## src/rtl/core/cbe_pkg.sv

```systemverilog
// cubic bezier evaluator: shared types, constants and rounding helpers
// no dependencies; used by every module of the block but cbe_checker
package cbe_pkg;

  localparam int unsigned DEF_SAMPLES   = 64;
  localparam int unsigned DEF_TOLERANCE = 1280;

  localparam logic [16:0] ONE_T = 17'd65536;

  localparam logic REQ_EVAL = 1'b0;
  localparam logic REQ_HIT  = 1'b1;

  localparam logic [2:0] CFG_P0_X = 3'd0;
  localparam logic [2:0] CFG_P0_Y = 3'd1;
  localparam logic [2:0] CFG_P1_X = 3'd2;
  localparam logic [2:0] CFG_P1_Y = 3'd3;
  localparam logic [2:0] CFG_P2_X = 3'd4;
  localparam logic [2:0] CFG_P2_Y = 3'd5;
  localparam logic [2:0] CFG_P3_X = 3'd6;
  localparam logic [2:0] CFG_P3_Y = 3'd7;

  typedef enum logic [1:0] {
    ST_IDLE,
    ST_RUN,
    ST_DONE
  } state_t;

  typedef logic signed [34:0] mul_a_t;
  typedef logic signed [25:0] mul_b_t;
  typedef logic signed [60:0] mul_p_t;
  typedef logic signed [61:0] acc_t;

  typedef struct packed {
    logic signed [23:0] p0_x;
    logic signed [23:0] p0_y;
    logic signed [23:0] p1_x;
    logic signed [23:0] p1_y;
    logic signed [23:0] p2_x;
    logic signed [23:0] p2_y;
    logic signed [23:0] p3_x;
    logic signed [23:0] p3_y;
  } ctrl_pts_t;

  typedef struct packed {
    logic               req_type;
    logic [16:0]        param_t;
    logic signed [23:0] query_x;
    logic signed [23:0] query_y;
  } req_t;

  typedef struct packed {
    logic signed [23:0] point_x;
    logic signed [23:0] point_y;
    logic signed [26:0] tangent_x;
    logic signed [26:0] tangent_y;
    logic               hit;
  } res_t;

  // round half up from 2^-48 to 2^-32 units
  function automatic logic [32:0] rnd16(input logic [50:0] m);
    logic [50:0] s;
    s = m + 51'd32768;
    return s[48:16];
  endfunction

  // floor((acc + 2^31) / 2^32), clamped to the point range
  function automatic logic signed [23:0] sat_pt(input acc_t acc);
    acc_t               s;
    logic signed [29:0] r;
    s = acc + 62'sd2147483648;
    r = s[61:32];
    if (r > 30'sd8388607) return 24'sh7fffff;
    else if (r < -30'sd8388608) return 24'sh800000;
    else return r[23:0];
  endfunction

  // same rounding, clamped to the tangent range
  function automatic logic signed [26:0] sat_tg(input acc_t acc);
    acc_t               s;
    logic signed [29:0] r;
    s = acc + 62'sd2147483648;
    r = s[61:32];
    if (r > 30'sd67108863) return 27'sh3ffffff;
    else if (r < -30'sd67108864) return 27'sh4000000;
    else return r[26:0];
  endfunction

endpackage

```

## src/rtl/core/cbe_mul.sv

```systemverilog
// shared signed multiplier with a registered product
// depends on cbe_pkg for operand and product types
module cbe_mul (
  input  logic            clk,
  input  cbe_pkg::mul_a_t a,
  input  cbe_pkg::mul_b_t b,
  output cbe_pkg::mul_p_t p
);
  import cbe_pkg::*;

  always_ff @(posedge clk) begin
    p <= a * b;
  end

endmodule

```

## src/rtl/core/cbe_seq.sv

```systemverilog
// sequencer and datapath: weights, point, tangent and sample sweep on one multiplier
// depends on cbe_pkg and cbe_mul
module cbe_seq #(
  parameter int unsigned SAMPLES   = cbe_pkg::DEF_SAMPLES,
  parameter int unsigned TOLERANCE = cbe_pkg::DEF_TOLERANCE
) (
  input  logic               clk,
  input  logic               rst,
  input  cbe_pkg::ctrl_pts_t pts,
  input  logic               start,
  input  cbe_pkg::req_t      req,
  output logic               busy,
  output logic               res_valid,
  input  logic               res_take,
  output cbe_pkg::res_t      res
);
  import cbe_pkg::*;

  localparam int unsigned CW = $clog2(SAMPLES + 1);
  localparam int unsigned RW = $clog2(SAMPLES) + 1;
  localparam logic [16:0]   STEP_Q = 17'(65536 / SAMPLES);
  localparam logic [RW-1:0] STEP_R = RW'(65536 % SAMPLES);
  localparam logic [RW-1:0] SDIV   = RW'(SAMPLES);
  localparam logic [CW-1:0] LAST   = CW'(SAMPLES);
  localparam logic [49:0]   LIM    = 50'(TOLERANCE) * 50'(TOLERANCE);

  localparam logic [4:0] S_UU = 5'd0, S_TT = 5'd1, S_W0 = 5'd2, S_W1 = 5'd3;
  localparam logic [4:0] S_W2 = 5'd4, S_W3 = 5'd5, S_X0 = 5'd6, S_X1 = 5'd7;
  localparam logic [4:0] S_X2 = 5'd8, S_X3 = 5'd9, S_Y0 = 5'd10, S_Y1 = 5'd11;
  localparam logic [4:0] S_Y2 = 5'd12, S_Y3 = 5'd13, S_DX = 5'd14, S_PY = 5'd15;
  localparam logic [4:0] S_K0X = 5'd16, S_K1X = 5'd17, S_K2X = 5'd18, S_K0Y = 5'd19;
  localparam logic [4:0] S_K1Y = 5'd20, S_K2Y = 5'd21, S_TY0 = 5'd22, S_TY = 5'd23;

  state_t state, state_next;
  logic [4:0]     step;
  logic [CW-1:0]  sample;
  logic [RW-1:0]  rem;
  logic [RW:0]    rem_sum;
  logic           mode;
  logic [16:0]    t;
  logic [16:0]    u;
  logic signed [23:0] qx, qy;
  logic [32:0]    uu, tt, w0, w1, w2, w3;
  logic [30:0]    ut;
  acc_t           acc_x, acc_y;
  logic signed [23:0] px, py;
  logic signed [26:0] tx, ty;
  logic [49:0]    dsum;
  logic           hit;
  logic           last_step;
  logic [50:0]    m1, m3;

  logic signed [24:0] d0x, d1x, d2x, d0y, d1y, d2y, dx, dy;
  logic [34:0]    k0, k1, k2;
  mul_a_t         ma;
  mul_b_t         mb;
  mul_p_t         prod;

  cbe_mul u_mul (.clk(clk), .a(ma), .b(mb), .p(prod));

  assign u   = ONE_T - t;
  assign d0x = 25'(pts.p1_x) - 25'(pts.p0_x);
  assign d1x = 25'(pts.p2_x) - 25'(pts.p1_x);
  assign d2x = 25'(pts.p3_x) - 25'(pts.p2_x);
  assign d0y = 25'(pts.p1_y) - 25'(pts.p0_y);
  assign d1y = 25'(pts.p2_y) - 25'(pts.p1_y);
  assign d2y = 25'(pts.p3_y) - 25'(pts.p2_y);
  assign dx  = 25'(qx) - 25'(px);
  assign dy  = 25'(qy) - 25'(py);
  assign k0  = 35'(uu) + 35'({uu, 1'b0});
  assign k1  = 35'({ut, 2'b00}) + 35'({ut, 1'b0});
  assign k2  = 35'(tt) + 35'({tt, 1'b0});
  assign m1  = prod[50:0];
  assign m3  = prod[50:0] + {prod[49:0], 1'b0};
  assign rem_sum = {1'b0, rem} + {1'b0, STEP_R};

  // the evaluate pass ends on the tangent y round, a hit sample on its compare
  assign last_step = (mode == REQ_HIT) ? (step == S_K2X) : (step == S_TY);

  // operand select for the step issued this cycle
  always_comb begin
    ma = '0;
    mb = '0;
    unique case (step)
      S_UU: begin ma = 35'(u);  mb = 26'(u); end
      S_TT: begin ma = 35'(t);  mb = 26'(t); end
      S_W0: begin ma = 35'(uu); mb = 26'(u); end
      S_W1: begin ma = 35'(uu); mb = 26'(t); end
      S_W2: begin ma = 35'(tt); mb = 26'(u); end
      S_W3: begin ma = 35'(tt); mb = 26'(t); end
      S_X0: begin ma = 35'(w0); mb = 26'(pts.p0_x); end
      S_X1: begin ma = 35'(w1); mb = 26'(pts.p1_x); end
      S_X2: begin ma = 35'(w2); mb = 26'(pts.p2_x); end
      S_X3: begin ma = 35'(w3); mb = 26'(pts.p3_x); end
      S_Y0: begin ma = 35'(w0); mb = 26'(pts.p0_y); end
      S_Y1: begin ma = 35'(w1); mb = 26'(pts.p1_y); end
      S_Y2: begin ma = 35'(w2); mb = 26'(pts.p2_y); end
      S_Y3: begin ma = 35'(w3); mb = 26'(pts.p3_y); end
      S_DX: begin
        if (mode == REQ_HIT) begin
          ma = 35'(dx); mb = 26'(dx);
        end else begin
          ma = 35'(u);  mb = 26'(t);
        end
      end
      S_K0X: begin
        if (mode == REQ_HIT) begin
          ma = 35'(dy); mb = 26'(dy);
        end else begin
          ma = k0; mb = 26'(d0x);
        end
      end
      S_K1X: begin ma = k1; mb = 26'(d1x); end
      S_K2X: begin ma = k2; mb = 26'(d2x); end
      S_K0Y: begin ma = k0; mb = 26'(d0y); end
      S_K1Y: begin ma = k1; mb = 26'(d1y); end
      S_K2Y: begin ma = k2; mb = 26'(d2y); end
      default: begin ma = '0; mb = '0; end
    endcase
  end

  always_comb begin
    state_next = state;
    unique case (state)
      ST_IDLE: if (start) state_next = ST_RUN;
      ST_RUN: begin
        if (last_step && (mode == REQ_EVAL || sample == LAST)) state_next = ST_DONE;
      end
      ST_DONE: if (res_take) state_next = ST_IDLE;
      default: state_next = ST_IDLE;
    endcase
  end

  always_ff @(posedge clk) begin
    if (rst) begin
      state <= ST_IDLE;
      step  <= '0;
    end else begin
      state <= state_next;
      if (state == ST_IDLE || last_step) step <= '0;
      else if (state == ST_RUN) step <= step + 5'd1;
    end
  end

  // load a new request on start; while running, write back the product issued in the previous step
  always_ff @(posedge clk) begin
    if (state == ST_IDLE) begin
      if (start) begin
        mode   <= req.req_type;
        qx     <= req.query_x;
        qy     <= req.query_y;
        sample <= '0;
        rem    <= '0;
        hit    <= 1'b0;
        if (req.req_type == REQ_HIT) t <= '0;
        else if (req.param_t > ONE_T) t <= ONE_T;
        else t <= req.param_t;
      end
    end else if (state == ST_RUN) begin
      unique case (step)
        S_TT:  uu <= prod[32:0];
        S_W0:  tt <= prod[32:0];
        S_W1:  w0 <= rnd16(m1);
        S_W2:  w1 <= rnd16(m3);
        S_W3:  w2 <= rnd16(m3);
        S_X0:  w3 <= rnd16(m1);
        S_X1:  acc_x <= 62'(prod);
        S_X2, S_X3, S_Y0: acc_x <= acc_x + 62'(prod);
        S_Y1: begin
          acc_y <= 62'(prod);
          px    <= sat_pt(acc_x);
        end
        S_Y2, S_Y3, S_DX: acc_y <= acc_y + 62'(prod);
        S_PY: begin
          py <= sat_pt(acc_y);
          if (mode == REQ_HIT) dsum <= prod[49:0];
          else ut <= prod[30:0];
        end
        S_K1X: begin
          if (mode == REQ_HIT) dsum <= dsum + prod[49:0];
          else acc_x <= 62'(prod);
        end
        S_K2X: begin
          if (mode == REQ_HIT) begin
            if (dsum <= LIM) hit <= 1'b1;
            sample <= sample + CW'(1);
            if (rem_sum >= {1'b0, SDIV}) begin
              rem <= RW'(rem_sum - {1'b0, SDIV});
              t   <= t + STEP_Q + 17'd1;
            end else begin
              rem <= rem_sum[RW-1:0];
              t   <= t + STEP_Q;
            end
          end else begin
            acc_x <= acc_x + 62'(prod);
          end
        end
        S_K0Y: acc_x <= acc_x + 62'(prod);
        S_K1Y: begin
          acc_y <= 62'(prod);
          tx    <= sat_tg(acc_x);
        end
        S_K2Y, S_TY0: acc_y <= acc_y + 62'(prod);
        S_TY:  ty <= sat_tg(acc_y);
        default: ;
      endcase
    end
  end

  assign busy      = (state != ST_IDLE);
  assign res_valid = (state == ST_DONE);

  always_comb begin
    if (mode == REQ_HIT) begin
      res = '0;
      res.hit = hit;
    end else begin
      res.point_x   = px;
      res.point_y   = py;
      res.tangent_x = tx;
      res.tangent_y = ty;
      res.hit       = 1'b0;
    end
  end

endmodule

```

## config.mk

```make
export PLATFORM = sky130hd
export DESIGN_NAME = cbe_seq
export DESIGN_NICKNAME = d
export VERILOG_FILES = /design/src/rtl/core/cbe_pkg.sv /design/src/rtl/core/cbe_mul.sv /design/src/rtl/core/cbe_seq.sv
export SDC_FILE = /design/constraint.sdc
export NUM_CORES = 2
export LEC_CHECK = 0
export BUFFER_PORTS_ARGS = -buffer_cell sky130_fd_sc_hd__buf_2
export CAP_MARGIN = 20
export CORE_MARGIN = 1.5
export CORE_UTILIZATION = 45
export DETAILED_ROUTE_END_ITERATION = 8
export SLEW_MARGIN = 20
export SYNTH_ARGS = -nofsm -noshare
export SYNTH_HDL_FRONTEND = slang
export SYNTH_HIERARCHICAL = 1
export SYNTH_SLANG_ARGS = --single-unit
```

## constraint.sdc

```tcl
create_clock -name clk -period 36.6 [get_ports clk]
set_clock_uncertainty 0.15 [all_clocks]
set_input_delay 7.32 -clock clk [delete_from_list [all_inputs] [get_ports clk]]
set_output_delay 7.32 -clock clk [all_outputs]
set_load 0.05 [all_outputs]
```

==> impl_metrics.tcl <==
set metrics [dict create \
    outcome "finished, final reports clean" \
    die_y_um 443.5 \
    max_cap_viol_count 0 \
    grt.busiest_layer "met2" \
    final.setup.tns_ps 0 \
    synth_cell_types 105 \
    drive_gt1_frac 0.07924 \
    synth_area_leaders "fa_1 22%, edfxtp_1 20%, ha_1 10%, inv_1 5.8%, nand2_1 4.4%" \
    max_slew_margin 0.1630 \
    tritoncts "yes" \
    fmax_mhz 55.45 \
    clock_sinks 648 \
    finalHoldViolCount 0 \
    overflow 0 \
    ff_latch_area_mm2 0.01878 \
    cts.path.max_buffers 3 \
    cp.required_ps 37080 \
    core_area_mm2 0.1926 \
    setup-violations-final 0 \
    fin_util 0.4937 \
    maxSlewViolCount 0 \
    rsz0062_at_grt "false" \
    clkLatencyLatePin_ps 730 \
    gr-usage-met3 0.05555 \
    start_kind "primary input" \
    grt_max_degree 91 \
    fin_area_mm2 0.09508 \
    setup.worst_path.end_class "flop" \
    cp.arrival_ps 18520 \
    period_needed_ps 18030 \
    yosysTopAreaCell "fa_1" \
    synth-main-ff-cell "edfxtp_1" \
    slowest_delay_ps 620 \
    crit_top_cell "fa_1" \
    synth_cells 9808 \
    async_flop_share 0 \
    cts_setup_buffers 0 \
    hp-class "reg -> reg" \
    io_pins 367 \
    drt_iter0_markers 8001 \
    synth.top_cell.area_share 0.2155 \
    ctsResizeCount 0 \
    htreeDepth 3 \
    ys_seq_area_frac 0.2151 \
    track_usage 0.3290 \
    area_growth_pct 8.896 \
    final_nets 11940 \
    start_util 0.4534 \
    avgViaCountPerCell 6.010 \
    grt_pass1_vias 75570 \
    clkTransAtPathRegs_ps 70 \
    io_buffers 366 \
    grtUsageMet2 0.5166 \
    yosysWarnings 6 \
    gp_congestion 1.001 \
    syn_avg_cell_area_um2 8.903 \
    die_x_um 443.5 \
    fin_crit_sh 0.4927 \
    synth_nets 11740 \
    cts_hold_buffers 0 \
    wl_per_cell_um 25.99 \
    cts-root-buf "clkbuf_16" \
    die-area_mm2 0.1967 \
    cts_made_buffers 79 \
    multiInputGateArea_mm2 0.06215 \
    synth_edf_count 580 \
    hpwl_um 258900 \
    first_pass_iters 9 \
    row_count 161 \
    placedInstanceArea_mm2 0.09236 \
    ys_seq_elements 648 \
    route.vias.total 75760 \
    use_met1 0.4305 \
    worst_path_max_delay_cell "o211ai_1" \
    tightest_slew_ps 1242 \
    drt.antenna.violating_nets 0 \
    antenna_found_initial 21 \
    drc 0 \
    num-fill-cells 18230 \
    drt-total-wl_um 327700 \
    grt_first_pass_wirelength_um 484700 \
    crit_fanout 35 \
    mappedNetlistArea_mm2 0.08732 \
    crit_type "in -> reg" \
]
state kept, by name (all words and copies together) (netlist names), 2 cells and up:
name	flops
acc_x	62
acc_y	62
u_mul/p	61
dsum	50
tt	33
uu	33
w0	33
w1	33
w2	33
w3	33
ut	31
tx	27
ty	27
px	24
py	24
qx	24
qy	24
t	17
sample	7
step	5
state	2
layout make-up:
| cell class | instances | area share |
|---|---|---|
| antenna | 10 | 0.0002632 |
| tap | 2526 | 0.03324 |
| timing repair buffer | 553 | 0.03403 |
| inverter | 1345 | 0.05310 |
| sequential | 648 | 0.1975 |
| clock inverter | 53 | 0.006540 |
| multi-input combinational | 7381 | 0.6536 |
| clock buffer | 91 | 0.02171 |
cell usage after synthesis (all sizes together) (91+ instances only):
cell,instances
o21ai,561
and3,91
a21oi,606
xor2,255
inv,1343
xnor2,339
ha,729
clkbuf,397
fa,940
and2,415
nand2,1034
edfxtp,580
nor3,97
nor2,472
nand4,109
nor2b,145
nand3,199
a21o,322
cell families (layout without fill, tap and decap cells):
| kind of cell | Yosys count | in the layout | synth area share |
|---|---|---|---|
| and+or+nand+nor | 2795 | 2795 | 0.1549 |
| AOI/OAI and AO/OA | 2302 | 2302 | 0.1711 |
| buffers and inverters | 1779 | 2042 | 0.07689 |
| adders and majority gates | 1669 | 1669 | 0.3200 |
| DFF | 648 | 648 | 0.2151 |
| xor gates and xnor gates | 594 | 594 | 0.05967 |
| muxes | 21 | 21 | 0.002493 |
| other | 0 | 10 | 0 |
critical path: cells and delay by family:
family / cells / cell delay (ps)
adder cells (fa/ha/maj): 10 / 4750
AND/OR/NAND/NOR: 5 / 1010
AO/OA/AOI/OAI: 14 / 4100
buffers and inverters: 8 / 840
XOR/XNOR: 2 / 430
metal layers:
| metal | vias up | part of all wire |
|---|---|---|
| met5 | - | 0.00013 |
| met4 | 8 | 0.067 |
| met3 | 727 | 0.088 |
| met2 | 3640 | 0.44 |
| met1 | 37550 | 0.40 |
| li1 | 33840 | - |
worst paths after layout:
kind            from     endpoint  cells past startpoint  slack, ps
max          pts[72]  u_mul/p[60]                     39      18570
min          step[1]      step[1]                      2        380
max reg2reg    py[0]  u_mul/p[58]                     33      23520
min reg2reg  step[1]      step[1]                      2        380
stage by stage:
stage | instances | worst slack (ps) | hold WS, ps
finish | 12610 | 18570 | 376.5
detailed placement | 12450 | 18260 | 365.1
CTS | 12600 | 18970 | 374.1
floorplan | 9808 | 19950 | 331.7
global placement | 12450 | 18330 | 342.3
global route | 12600 | 18290 | 403.4
layout by cell type, fill, tap and decap left out, drive strengths merged, types with 21 or more instances in the layout:
| master | n |
|---|---|
| o21ai | 561 |
| dfxtp | 68 |
| and3 | 91 |
| o31ai | 34 |
| a31oi | 74 |
| nor2b | 145 |
| buf | 553 |
| nand4 | 109 |
| o21bai | 76 |
| a21oi | 606 |
| ha | 729 |
| nor3 | 97 |
| or3 | 29 |
| nand2b | 88 |
| o2111ai | 21 |
| o21a | 63 |
| fa | 940 |
| nand2 | 1034 |
| a211oi | 62 |
| a21o | 322 |
| clkbuf | 91 |
| clkinv | 32 |
| inv | 1349 |
| a222oi | 74 |
| edfxtp | 580 |
| a2111oi | 24 |
| xnor2 | 339 |
| nand3 | 199 |
| nor4 | 29 |
| xor2 | 255 |
| a221oi | 50 |
| or2 | 22 |
| and2 | 415 |
| o22ai | 31 |
| a22oi | 62 |
| nor2 | 472 |
| o211ai | 44 |
Power is not shown: default switching activity piles up to over one toggle a cycle in this logic, so the estimate is an artifact.
